==> config.mk <==
export PLATFORM = sky130hd
export DESIGN_NAME = recursive_lock_table_unit_flat
export DESIGN_NICKNAME = d
export VERILOG_FILES = /design/src/hw/rtl/rlt_pkg.sv /design/src/hw/rtl/rlt_if.sv /design/src/hw/rtl/recursive_lock_table_unit.sv /design/src/hw/rtl/rlt_cell.sv /design/src/flat_wrapper.sv
export SDC_FILE = /design/constraint.sdc
export NUM_CORES = 2
export LEC_CHECK = 0
export BUFFER_PORTS_ARGS = -buffer_cell sky130_fd_sc_hd__clkbuf_2
export CAP_MARGIN = 20
export CORE_MARGIN = 2
export CORE_UTILIZATION = 36
export CTS_BUF_LIST = sky130_fd_sc_hd__clkbuf_4
export DETAILED_ROUTE_END_ITERATION = 6
export PLACE_DENSITY_LB_ADDON = 0.1
export SLEW_MARGIN = 25
export SYNTH_ARGS = -nofsm -noshare
export SYNTH_HDL_FRONTEND = slang
export SYNTH_HIERARCHICAL = 1
export SYNTH_SLANG_ARGS = --single-unit
==> constraint.sdc <==
create_clock -name clk -period 12 [get_ports clk]
set_input_delay 1.2 -clock clk [delete_from_list [all_inputs] [get_ports clk]]
set_output_delay 1.2 -clock clk [all_outputs]
set_load 0.005 [all_outputs]
==> src/hw/rtl/rlt_pkg.sv <==
// Shared types and constants for the recursive lock table.
package rlt_pkg;

  localparam int ID_W         = 22;
  localparam int KIND_W       = 2;
  localparam int STATUS_W     = 2;
  localparam int LOCK_COUNT_W = 16;

  typedef enum logic [KIND_W-1:0] {
    REQ_INIT   = 2'd0,
    REQ_LOCK   = 2'd1,
    REQ_UNLOCK = 2'd2,
    REQ_OTHER  = 2'd3
  } req_kind_t;

  typedef enum logic [STATUS_W-1:0] {
    STATUS_OK         = 2'd0,
    STATUS_TABLE_FULL = 2'd1,
    STATUS_HELD       = 2'd2,
    STATUS_COUNT_ERR  = 2'd3
  } status_t;

  typedef enum logic {
    ST_IDLE = 1'b0,
    ST_EXEC = 1'b1
  } fsm_state_t;

  // Request broadcast to every cell.
  typedef struct packed {
    req_kind_t         kind;
    logic [ID_W-1:0]   group_id;
    logic [ID_W-1:0]   thread_id;
  } cell_req_t;

  // Per-cell answer; all zero unless the cell is the target.
  typedef struct packed {
    logic [STATUS_W-1:0]     status;
    logic [LOCK_COUNT_W-1:0] lock_count;
  } cell_rsp_t;

endpackage

==> src/hw/rtl/rlt_if.sv <==
// Valid/ready channel interfaces for lock requests and lock results.
interface rlt_req_if;
  logic                    valid;
  logic                    ready;
  logic [1:0]              req_type;
  logic [21:0]             group_id;
  logic [21:0]             thread_id;

  modport source (output valid, output req_type, output group_id, output thread_id,
                  input ready);
  modport sink   (input valid, input req_type, input group_id, input thread_id,
                  output ready);
endinterface

interface rlt_rsp_if;
  logic                    valid;
  logic                    ready;
  logic [1:0]              status;
  logic [15:0]             lock_count;

  modport source (output valid, output status, output lock_count, input ready);
  modport sink   (input valid, input status, input lock_count, output ready);
endinterface

==> src/hw/rtl/recursive_lock_table_unit.sv <==
// Top level of the recursive lock table: request register, cell row, result register.
//
// Recursive lock table. Each request word names a process group and a thread;
// the group is looked up among the claimed entries, and on a miss the
// highest-numbered free entry is claimed with count zero. A lock succeeds when
// the count is zero or the thread already owns the lock, an unlock lowers the
// count, and a lock at the maximum count or an unlock at zero answers
// count_error with the count unchanged. When all NUM_ENTRIES entries are
// claimed, a request for a new group answers table_full with count zero.
// Entries are never freed. Every request yields one result word.
// Flow: a request word is first registered, and then every cell compares its
// group and the target cell updates itself. The next request is taken right
// after the result moves into the output register.
// If that register still holds an untaken result, the update waits for it.
// Reset clears the valid bits, the controller state and the result valid flag; no clearing pass runs.
module recursive_lock_table_unit #(
  parameter int NUM_ENTRIES = 16,
  parameter int COUNT_BITS  = 16
) (
  input  logic      clk,
  input  logic      rst,
  rlt_req_if.sink   req,
  rlt_rsp_if.source rsp
);
  import rlt_pkg::*;

  fsm_state_t state;
  fsm_state_t state_next;

  // Registered request, broadcast to all cells.
  cell_req_t  cur_req;

  // Result register.
  logic                    out_valid;
  logic [STATUS_W-1:0]     out_status;
  logic [LOCK_COUNT_W-1:0] out_count;

  logic                    exec_go;
  logic                    in_ready;

  logic [NUM_ENTRIES-1:0]  cell_valid;
  logic [NUM_ENTRIES-1:0]  cell_valid_up;
  logic [NUM_ENTRIES-1:0]  cell_match;
  logic [NUM_ENTRIES-1:0]  cell_target;
  cell_rsp_t               cell_rsp [NUM_ENTRIES];

  logic                    any_match;
  logic                    any_target;
  cell_rsp_t               merged;

  // Next state.
  always_comb begin
    state_next = state;
    case (state)
      ST_IDLE: begin
        if (req.valid) begin
          state_next = ST_EXEC;
        end
      end
      ST_EXEC: begin
        if (exec_go) begin
          state_next = ST_IDLE;
        end
      end
      default: begin
        state_next = ST_IDLE;
      end
    endcase
  end

  // Outputs of the controller: take a word while idle, update once the
  // result register can take the answer.
  always_comb begin
    in_ready = 1'b0;
    exec_go  = 1'b0;
    case (state)
      ST_IDLE: begin
        in_ready = 1'b1;
      end
      ST_EXEC: begin
        exec_go = !out_valid || rsp.ready;
      end
      default: begin
        in_ready = 1'b0;
      end
    endcase
  end

  always_ff @(posedge clk) begin
    if (rst) begin
      state <= ST_IDLE;
    end else begin
      state <= state_next;
    end
  end

  // Capture the request word.
  always_ff @(posedge clk) begin
    if (in_ready && req.valid) begin
      cur_req.kind      <= req_kind_t'(req.req_type);
      cur_req.group_id  <= req.group_id;
      cur_req.thread_id <= req.thread_id;
    end
  end

  // Cell row. Each cell hands its valid bit to the neighbor below, which uses
  // it to tell whether it is the next free entry to claim.
  for (genvar i = 0; i < NUM_ENTRIES; i++) begin : g_cell
    if (i == NUM_ENTRIES - 1) begin : g_top
      assign cell_valid_up[i] = 1'b1;
    end else begin : g_inner
      assign cell_valid_up[i] = cell_valid[i+1];
    end

    rlt_cell #(
      .COUNT_BITS (COUNT_BITS)
    ) u_cell (
      .clk       (clk),
      .rst       (rst),
      .go        (exec_go),
      .req       (cur_req),
      .valid_up  (cell_valid_up[i]),
      .any_match (any_match),
      .valid     (cell_valid[i]),
      .match     (cell_match[i]),
      .target    (cell_target[i]),
      .rsp       (cell_rsp[i])
    );
  end

  assign any_match  = |cell_match;
  assign any_target = |cell_target;

  // At most one cell is the target and the others answer zero: merge by OR.
  always_comb begin
    merged = '0;
    for (int i = 0; i < NUM_ENTRIES; i++) begin
      merged = merged | cell_rsp[i];
    end
  end

  // Result register: load on update, drop when taken.
  always_ff @(posedge clk) begin
    if (rst) begin
      out_valid <= 1'b0;
    end else if (exec_go) begin
      out_valid <= 1'b1;
    end else if (rsp.ready) begin
      out_valid <= 1'b0;
    end
  end

  always_ff @(posedge clk) begin
    if (exec_go) begin
      if (any_target) begin
        out_status <= merged.status;
        out_count  <= merged.lock_count;
      end else begin
        out_status <= STATUS_TABLE_FULL;
        out_count  <= '0;
      end
    end
  end

  assign req.ready      = in_ready;
  assign rsp.valid      = out_valid;
  assign rsp.status     = out_status;
  assign rsp.lock_count = out_count;

  // Claimed entries always form a block at the top of the row.
  a_valid_thermo: assert property (@(posedge clk) disable iff (rst)
    (cell_valid & ~cell_valid_up) == '0)
    else $error("claimed entries not contiguous from the top");

  // A group is claimed only on a miss, so it never sits in two entries.
  a_match_unique: assert property (@(posedge clk) disable iff (rst)
    $onehot0(cell_match))
    else $error("group matched in more than one entry");

  a_target_unique: assert property (@(posedge clk) disable iff (rst)
    (state == ST_EXEC) |-> $onehot0(cell_target))
    else $error("more than one target entry");

  // An update always leaves a result waiting and returns to idle.
  a_exec_result: assert property (@(posedge clk) disable iff (rst)
    exec_go |=> (out_valid && state == ST_IDLE))
    else $error("update did not produce a result");

  // A full table cannot have a free entry to offer.
  a_full_no_free: assert property (@(posedge clk) disable iff (rst)
    (state == ST_EXEC && !any_target) |-> (&cell_valid))
    else $error("table_full answered with a free entry");

endmodule

==> src/hw/rtl/rlt_cell.sv <==
// One lock table entry: match, claim and lock/unlock update for its own slot.
module rlt_cell #(
  parameter int COUNT_BITS = 16
) (
  input  logic              clk,
  input  logic              rst,
  input  logic              go,
  input  rlt_pkg::cell_req_t req,
  input  logic              valid_up,
  input  logic              any_match,
  output logic              valid,
  output logic              match,
  output logic              target,
  output rlt_pkg::cell_rsp_t rsp
);
  import rlt_pkg::*;

  localparam logic [COUNT_BITS-1:0] CountMax = '1;

  logic [ID_W-1:0]       group;
  logic [ID_W-1:0]       owner;
  logic [COUNT_BITS-1:0] count;

  logic                  free_here;
  logic [COUNT_BITS-1:0] cur_count;
  logic [COUNT_BITS-1:0] count_next;
  logic                  take_owner;
  status_t               status;

  always_comb begin
    match     = valid && (group == req.group_id);
    // Claimed entries fill from the top down, so the free slot to claim is
    // the one whose upper neighbor is already taken.
    free_here = !valid && valid_up;
    target    = match || (!any_match && free_here);
    cur_count = match ? count : '0;
  end

  always_comb begin
    count_next = cur_count;
    take_owner = 1'b0;
    status     = STATUS_OK;
    case (req.kind)
      REQ_LOCK: begin
        if ((cur_count == '0) || (owner == req.thread_id)) begin
          if (cur_count == CountMax) begin
            status = STATUS_COUNT_ERR;
          end else begin
            count_next = cur_count + COUNT_BITS'(1);
            take_owner = 1'b1;
          end
        end else begin
          status = STATUS_HELD;
        end
      end
      REQ_UNLOCK: begin
        if (cur_count == '0) begin
          status = STATUS_COUNT_ERR;
        end else begin
          count_next = cur_count - COUNT_BITS'(1);
        end
      end
      default: begin
        status = STATUS_OK;
      end
    endcase
  end

  always_comb begin
    rsp.status     = target ? status : STATUS_OK;
    rsp.lock_count = target ? LOCK_COUNT_W'(count_next) : '0;
  end

  always_ff @(posedge clk) begin
    if (rst) begin
      valid <= 1'b0;
    end else if (go && target) begin
      valid <= 1'b1;
    end
  end

  always_ff @(posedge clk) begin
    if (go && target) begin
      group <= req.group_id;
      count <= count_next;
      if (take_owner) begin
        owner <= req.thread_id;
      end
    end
  end

endmodule

==> src/flat_wrapper.sv <==
// flat-port wrapper written by rule: the top's interface ports become plain ports
module recursive_lock_table_unit_flat import rlt_pkg::*;
#(
  parameter int NUM_ENTRIES = 16,
  parameter int COUNT_BITS  = 16
)
  (clk, rst, req_valid, req_req_type, req_group_id, req_thread_id, req_ready, rsp_valid, rsp_status, rsp_lock_count, rsp_ready);
  rlt_req_if req_i ();
  rlt_rsp_if rsp_i ();
  input  logic clk;
  input  logic rst;
  input wire logic [$bits(req_i.valid)-1:0] req_valid;
  input wire logic [$bits(req_i.req_type)-1:0] req_req_type;
  input wire logic [$bits(req_i.group_id)-1:0] req_group_id;
  input wire logic [$bits(req_i.thread_id)-1:0] req_thread_id;
  output wire logic [$bits(req_i.ready)-1:0] req_ready;
  output wire logic [$bits(rsp_i.valid)-1:0] rsp_valid;
  output wire logic [$bits(rsp_i.status)-1:0] rsp_status;
  output wire logic [$bits(rsp_i.lock_count)-1:0] rsp_lock_count;
  input wire logic [$bits(rsp_i.ready)-1:0] rsp_ready;
  assign req_i.valid = req_valid;
  assign req_i.req_type = req_req_type;
  assign req_i.group_id = req_group_id;
  assign req_i.thread_id = req_thread_id;
  assign req_ready = req_i.ready;
  assign rsp_valid = rsp_i.valid;
  assign rsp_status = rsp_i.status;
  assign rsp_lock_count = rsp_i.lock_count;
  assign rsp_i.ready = rsp_ready;
  recursive_lock_table_unit #(.NUM_ENTRIES(NUM_ENTRIES), .COUNT_BITS(COUNT_BITS)) u_core (.clk(clk), .rst(rst), .req(req_i), .rsp(rsp_i));
endmodule
==> Yosys cells after proc, flatten, opt, wreduce, memory -nomap -nowiden <==
Index checks and enable logic that the tools add are counted.
{ "op_classes": {"addsub": 32, "multipliers": 0, "div": 0, "n_lt_le_gt_ge": 0, "eq_ne": 50, "shift": 0, "muxes": 231, "n_bitwise": 16, "n_reduce_logical": 150} }
{ "ops": {"columns": ["op", "count"], "rows": [
  ["16-bit two-way mux", 80],
  ["22-bit equality test", 32],
  ["16-bit one-hot mux with 2 select lines", 16],
  ["18-bit bitwise OR", 15],
  ["16-bit by 1-bit adder with 16-bit output (second input constant)", 16],
  ["16-bit equality test (second input constant)", 16],
  ["16-bit logical NOT", 16],
  ["16-bit by 1-bit subtractor with 16-bit output (second input constant)", 16],
  ["2-bit two-way mux", 64],
  ["1-bit logical AND", 64],
  ["2-bit one-hot mux with 2 select lines", 16],
  ["1-bit two-way mux", 54],
  ["1-bit logical OR", 33],
  ["2-bit AND reduction", 16],
  ["16-bit OR reduction", 2],
  ["1-bit logical NOT", 18],
  ["2-bit by 1-bit equality test with 1-bit output (second input constant)", 1],
  ["2-bit equality test (second input constant)", 1],
  ["1-bit one-hot mux with 2 select lines", 1],
  ["2-bit nonzero test", 1],
  ["1-bit NOT", 1]
]} }
{ "totals": {"register_bits": 1042, "latch_bits": 0, "ram_bits": 0, "mem_bits_ro": 0, "word_cells": 550, "n_memories": 0} }

==> Depth between registers and ports, before layout <==
{ "logic_depth": {"ltp_word": 23, "mapped_depth": 22} }

==> By module <==
Netlist, hierarchy kept.
{ "by_module_without_submodules": {"columns": ["module", "instances", "cells_each", "area_each_um2", "seq_area_each_um2"], "rows": [
  ["rlt_cell (u_core.g_cell[2].u_cell ...)", 7, 367, 3757.4, 1821.7],
  ["rlt_cell (u_core.g_cell[0].u_cell ...)", 7, 359, 3678.5, 1821.7],
  ["rlt_cell (u_core.g_cell[9].u_cell)", 1, 379, 3886.2, 1821.7],
  ["rlt_cell (u_core.g_cell[1].u_cell)", 1, 361, 3737.3, 1821.7],
  ["recursive_lock_table_unit", 1, 178, 2710.1, 1961.9]
]} }

==> Worst setup path before layout <==
Ideal clock, no wire load.
{ "synth_timing": {"path_kind": "register to register", "start": "register u_core/cur_req[26] (netlist name)", "end": "register u_core.g_cell[0].u_cell.owner[0] (enable)", "setup_time_ns": 0.381, "arrival_time_ns": 5.880, "slack_ns": 5.739, "path_stages_with_launch": 15, "n_path_buf": 3, "period_less_slack_ns": 6.261, "cell_sequence": "edfxtp_1 xor2_1 nor3_1 nand4_1 or3_1 clkbuf_1 inv_1 clkbuf_1 clkbuf_1 nor4_1 nand4_1 nor3b_1 nor2_1 nor2b_1 and3_1"} }
{ "synth_between": {"elab_chain_cells": 8} }
{ "synth_rtl": {"columns": ["item", "line_no", "rtl"], "rows": [
  ["from (decl)", "recursive_lock_table_unit.sv:31", "cell_req_t cur_req;"],
  ["22-bit equality test", "rlt_cell.sv:31", "match = valid && (group == req.group_id);"],
  ["1-bit logical AND", "rlt_cell.sv:31", null],
  ["net u_core.cell_match[1]", "recursive_lock_table_unit.sv:43", "logic [NUM_ENTRIES-1:0] cell_match;"],
  ["16-bit OR reduction", "recursive_lock_table_unit.sv:131", "assign any_match = |cell_match;"],
  ["net u_core.any_match", "recursive_lock_table_unit.sv:47", "logic any_match;"],
  ["1-bit logical NOT", "rlt_cell.sv:35", "target = match || (!any_match && free_here);"],
  ["1-bit logical AND", "rlt_cell.sv:35", null],
  ["1-bit logical OR", "rlt_cell.sv:35", null],
  ["1-bit logical AND", "rlt_cell.sv:83", "if (go && target) begin"],
  ["2-bit AND reduction (no source line)", null, null],
  ["to (signal assigned)", "rlt_cell.sv:87", "owner <= req.thread_id;"],
  ["to (decl)", "rlt_cell.sv:21", "logic [ID_W-1:0] owner;"]
]} }
The timed path passes the listed nets, and every way through them passes these cells.
A chain may end at the register's enable or synchronous reset.

==> impl_results.md <==
* Outcome: finished clean
* DRT antenna net count at 0
* Critical Path AT at between 8000 and 9000 ps
* Setup crit start kind: flop
* Via-per-instance ratio at around 5.8
* Post-CTS resize count at 0
* Cell Rows at 152
* Dominant cell type by area after synthesis: edfxtp_1
* DR iter-0 viols at about 4800
* EDFF count, synth at slightly above 1000
* Gpl congestion at 0.944
* Rel. slew slack at 23.4%
* Synth Instances at 6000
* Chip Width at 420 µm
* CTS Buf Count at 324
* Overflow after GRT at 0
* Setup_tns at 0 ps
* Worst Tran Pin Value at 1140 ps
* Min cycle time layout at 7250 ps
* Leak pwr at 22.9 nW
* Hold WS at ~250 ps
* Count of port buffers added during placement at 69
* Ys async rst share at 0%
* Final Hold Fails at 0
* R2R Setup Slk at approximately 4800 ps
* FF+latch count, synth at 1042
* Worst-path clk slew at approximately 60 ps
* Hold WC Path Type: in -> reg
* Yosys top cell area share at 49.3%
* Crit-path max FO at 32
* Clk_skew at 104 ps
* Final setup fails at 0
* Crit path cell chain: buf_4 -> xor2_1 -> nor4_1 -> nand4_1 -> or4_1 -> buf_4 -> inv_2 -> nand2_1 -> inv_1 -> ha_1 -> nand2_1 -> or4_1 -> nor2_1 -> o31a_1 -> nand2_1 -> and4_1 -> mux2i_1 -> o2bb2ai_1 -> nor4_1 -> a41oi_1
* Final #Nets at 6371
* Critical-path top delay cell: nor4_1
* Pwr dens at about 120 nW/µm²
* Tcrit/Tclk final at 60.4%
* RSZ-0062 raised after global routing: no
* Pins Over Slew Limit at 0
* Crit path kind: reg -> reg
* Crit end category: flop
* CTS Root Cell: clkbuf_4
* Core Region at 172000 µm²
* IO Pins at 70
* Die area at 177000 µm²
* Vias in the first global route at 48100
* CP delay by family, top: simple AND/OR/NAND/NOR gates
* Sequential-to-total area share from yosys stat at around half
* WL per Instance at around 24 µm
* VDD IR max at 0.0981 mV
* Final core utilization at between 40% and 50%
* Clock latency on the worst-skew pair at 1350 ps
* CTS Buffer Depth at 4
* HPWL after DPL at 147000 µm
* Highest cell delay on the worst timing path at between 900 and 1000 ps
* Die height at 420 µm
* Filler cells at 17000
* Share of cells above drive strength 1 at 13.9%
* # Max-Cap Violations at 0
* Netlist cell types at 85
* Cells taking the most area after synthesis: edfxtp_1 (49%), xnor2_1 (5.8%), xor2_1 (4.5%)
* Max Fclk at 138 MHz
* All-Layer GR Usage at 24.0%
* CTS H-tree lvls at 5
* First-pass GRT wire length at 319000 µm
* Synthesized area per cell at 10.4 µm²
* Starting Density at 36.3%
* Clk sink count at 1042
* Antenna violations before repair at 10
* Worst EP required at 13020 ps
* Synthesized net count at 6114
* Final WL at 215000 µm
* DRC at 0
* CTS tree: done
* Area grow syn2layout at 11.8%
* Post-Syn Area at 62400 µm²
* Largest net degree at the start of global routing at 41
* CP most frequent cell: nand2_1
* CP Buf/Inv Count at 4
* Most used DFF post-synth: edfxtp_1
* 1st-pass router iterations at 6
* DR vias at between 50000 and 60000
* YS warnings at 6
==> sequential cells by signal (all words and copies together), names as in the netlist <==
name and cells:
u_core/g_cell.u_cell/group 352, u_core/g_cell.u_cell/owner 352, u_core/g_cell.u_cell/count 256, u_core/cur_req 46, u_core/g_cell.u_cell/valid 16, u_core/rsp.lock_count 16, u_core/rsp.status 2, u_core/rsp.valid 1
u_core/state 1
==> repair_timing <==
action | in CTS | in global routing
endpoints found under the hold margin | 47 | 0
hold buffers | 47 | 0
buffers inserted | 0 | 0
==> per-layer routing <==
layer,GRT usage [%],routed length (µm)
met2,38.2,99400
met4,9.18,7770
met1,32.5,95400
met3,4.08,12300
met5,0,55
==> worst reg2reg max path: stages (launching register included) <==
cell and delay [ps]:
edfxtp_1 320, buf_4 470, xor2_1 180, nor4_1 540
nand4_1 340, or4_1 520, buf_4 260, inv_2 460
nand2_1 150, inv_1 80, ha_1 290, nand2_1 70
or4_1 410, nor2_1 250, o31a_1 460, nand2_1 260
and4_1 300, mux2i_1 200, o2bb2ai_1 190, nor4_1 940
a41oi_1 260
==> final timing paths <==
check	start	endpoint	cells past startpoint
max	u_core/cur_req[29]	u_core/rsp.lock_count[4]	20
min	rsp_ready	u_core/rsp.valid	4
max reg2reg	u_core/cur_req[29]	u_core/rsp.lock_count[4]	20
min reg2reg	u_core/g_cell[0].u_cell/valid	u_core/g_cell[0].u_cell/valid	2
==> Yosys cell counts (42+ instances only) <==
| library cell | instances |
|---|---|
| ha_1 | 64 |
| or3_1 | 65 |
| mux2i_1 | 59 |
| o221ai_1 | 42 |
| a31oi_1 | 119 |
| nor3_1 | 145 |
| edfxtp_1 | 1024 |
| a21oi_1 | 251 |
| nor4_1 | 260 |
| buf_2 | 57 |
| nand2_1 | 451 |
| nand2b_1 | 95 |
| xnor2_1 | 412 |
| and3_1 | 58 |
| nand3_1 | 218 |
| inv_1 | 142 |
| nand4_1 | 194 |
| o21ai_0 | 272 |
| o2bb2ai_1 | 48 |
| o211ai_1 | 54 |
| and2_1 | 56 |
| o31a_1 | 45 |
| nor2_1 | 435 |
| clkbuf_1 | 226 |
| o22ai_1 | 89 |
| xor2_1 | 324 |
| a21o_1 | 55 |
| nor2b_1 | 47 |
| or4_1 | 59 |
==> logic make-up after synthesis <==
group / Yosys count / share of synthesized area [%]
simple gates: 2311 / 20.1
compound gates: 1291 / 13.8
flops: 1042 / 49.9
xor+xnor: 736 / 10.3
buf+inv: 479 / 3.31
mux: 76 / 1.25
fa+ha+maj: 64 / 1.28
other cells: 1 / 0.00601
==> power breakdown <==
group          total (mW)  switching (mW)  leakage (nW)  internal (mW)
registers            4.04          0.0217          9.33           4.02
clock network        3.35            1.60          2.28           1.75
logic               0.661           0.446          11.3          0.215
==> cells in the final DEF, fill, tap and decap left out, drive strengths merged, types with 59 or more instances in the layout <==
cell type	count
edfxtp	1024
clkbuf	532
nand2	451
nor2	442
xnor2	412
xor2	324
o21ai	286
nor4	266
a21oi	259
nand3	218
nand4	194
nor3	159
inv	159
buf	138
a31oi	119
nand2b	102
o22ai	89
or4	88
or3	65
clkinv	65
ha	64
mux2i	59
==> per-stage QoR <==
stage | total power [mW] | setup slack (ps) | std cells | area (µm²)
final | 8.05 | 4750 | 8778 | 69800
after CTS | 8.20 | 4910 | 8772 | 69700
after global placement | 4.76 | 4730 | 8192 | 65400
after floorplan | 4.53 | 5740 | 6000 | 62400
after global routing | 8.45 | 4540 | 8775 | 69800
after detailed placement | 4.77 | 4920 | 8194 | 65500
==> final cells by class <==
| type | instances | area, µm² | area share [%] |
|---|---|---|---|
| Antenna cell | 6 | 15.0 | 0.0215 |
| Clock buffer | 463 | 3480 | 4.98 |
| Clock inverter | 68 | 263 | 0.377 |
| Inverter | 156 | 586 | 0.839 |
| Multi-Input combinational cell | 4479 | 29600 | 42.4 |
| Sequential cell | 1042 | 31100 | 44.6 |
| Tap cell | 2310 | 2890 | 4.14 |
| Timing Repair Buffer | 254 | 1850 | 2.65 |
No activity file was read; power rests on OpenSTA's default activity.
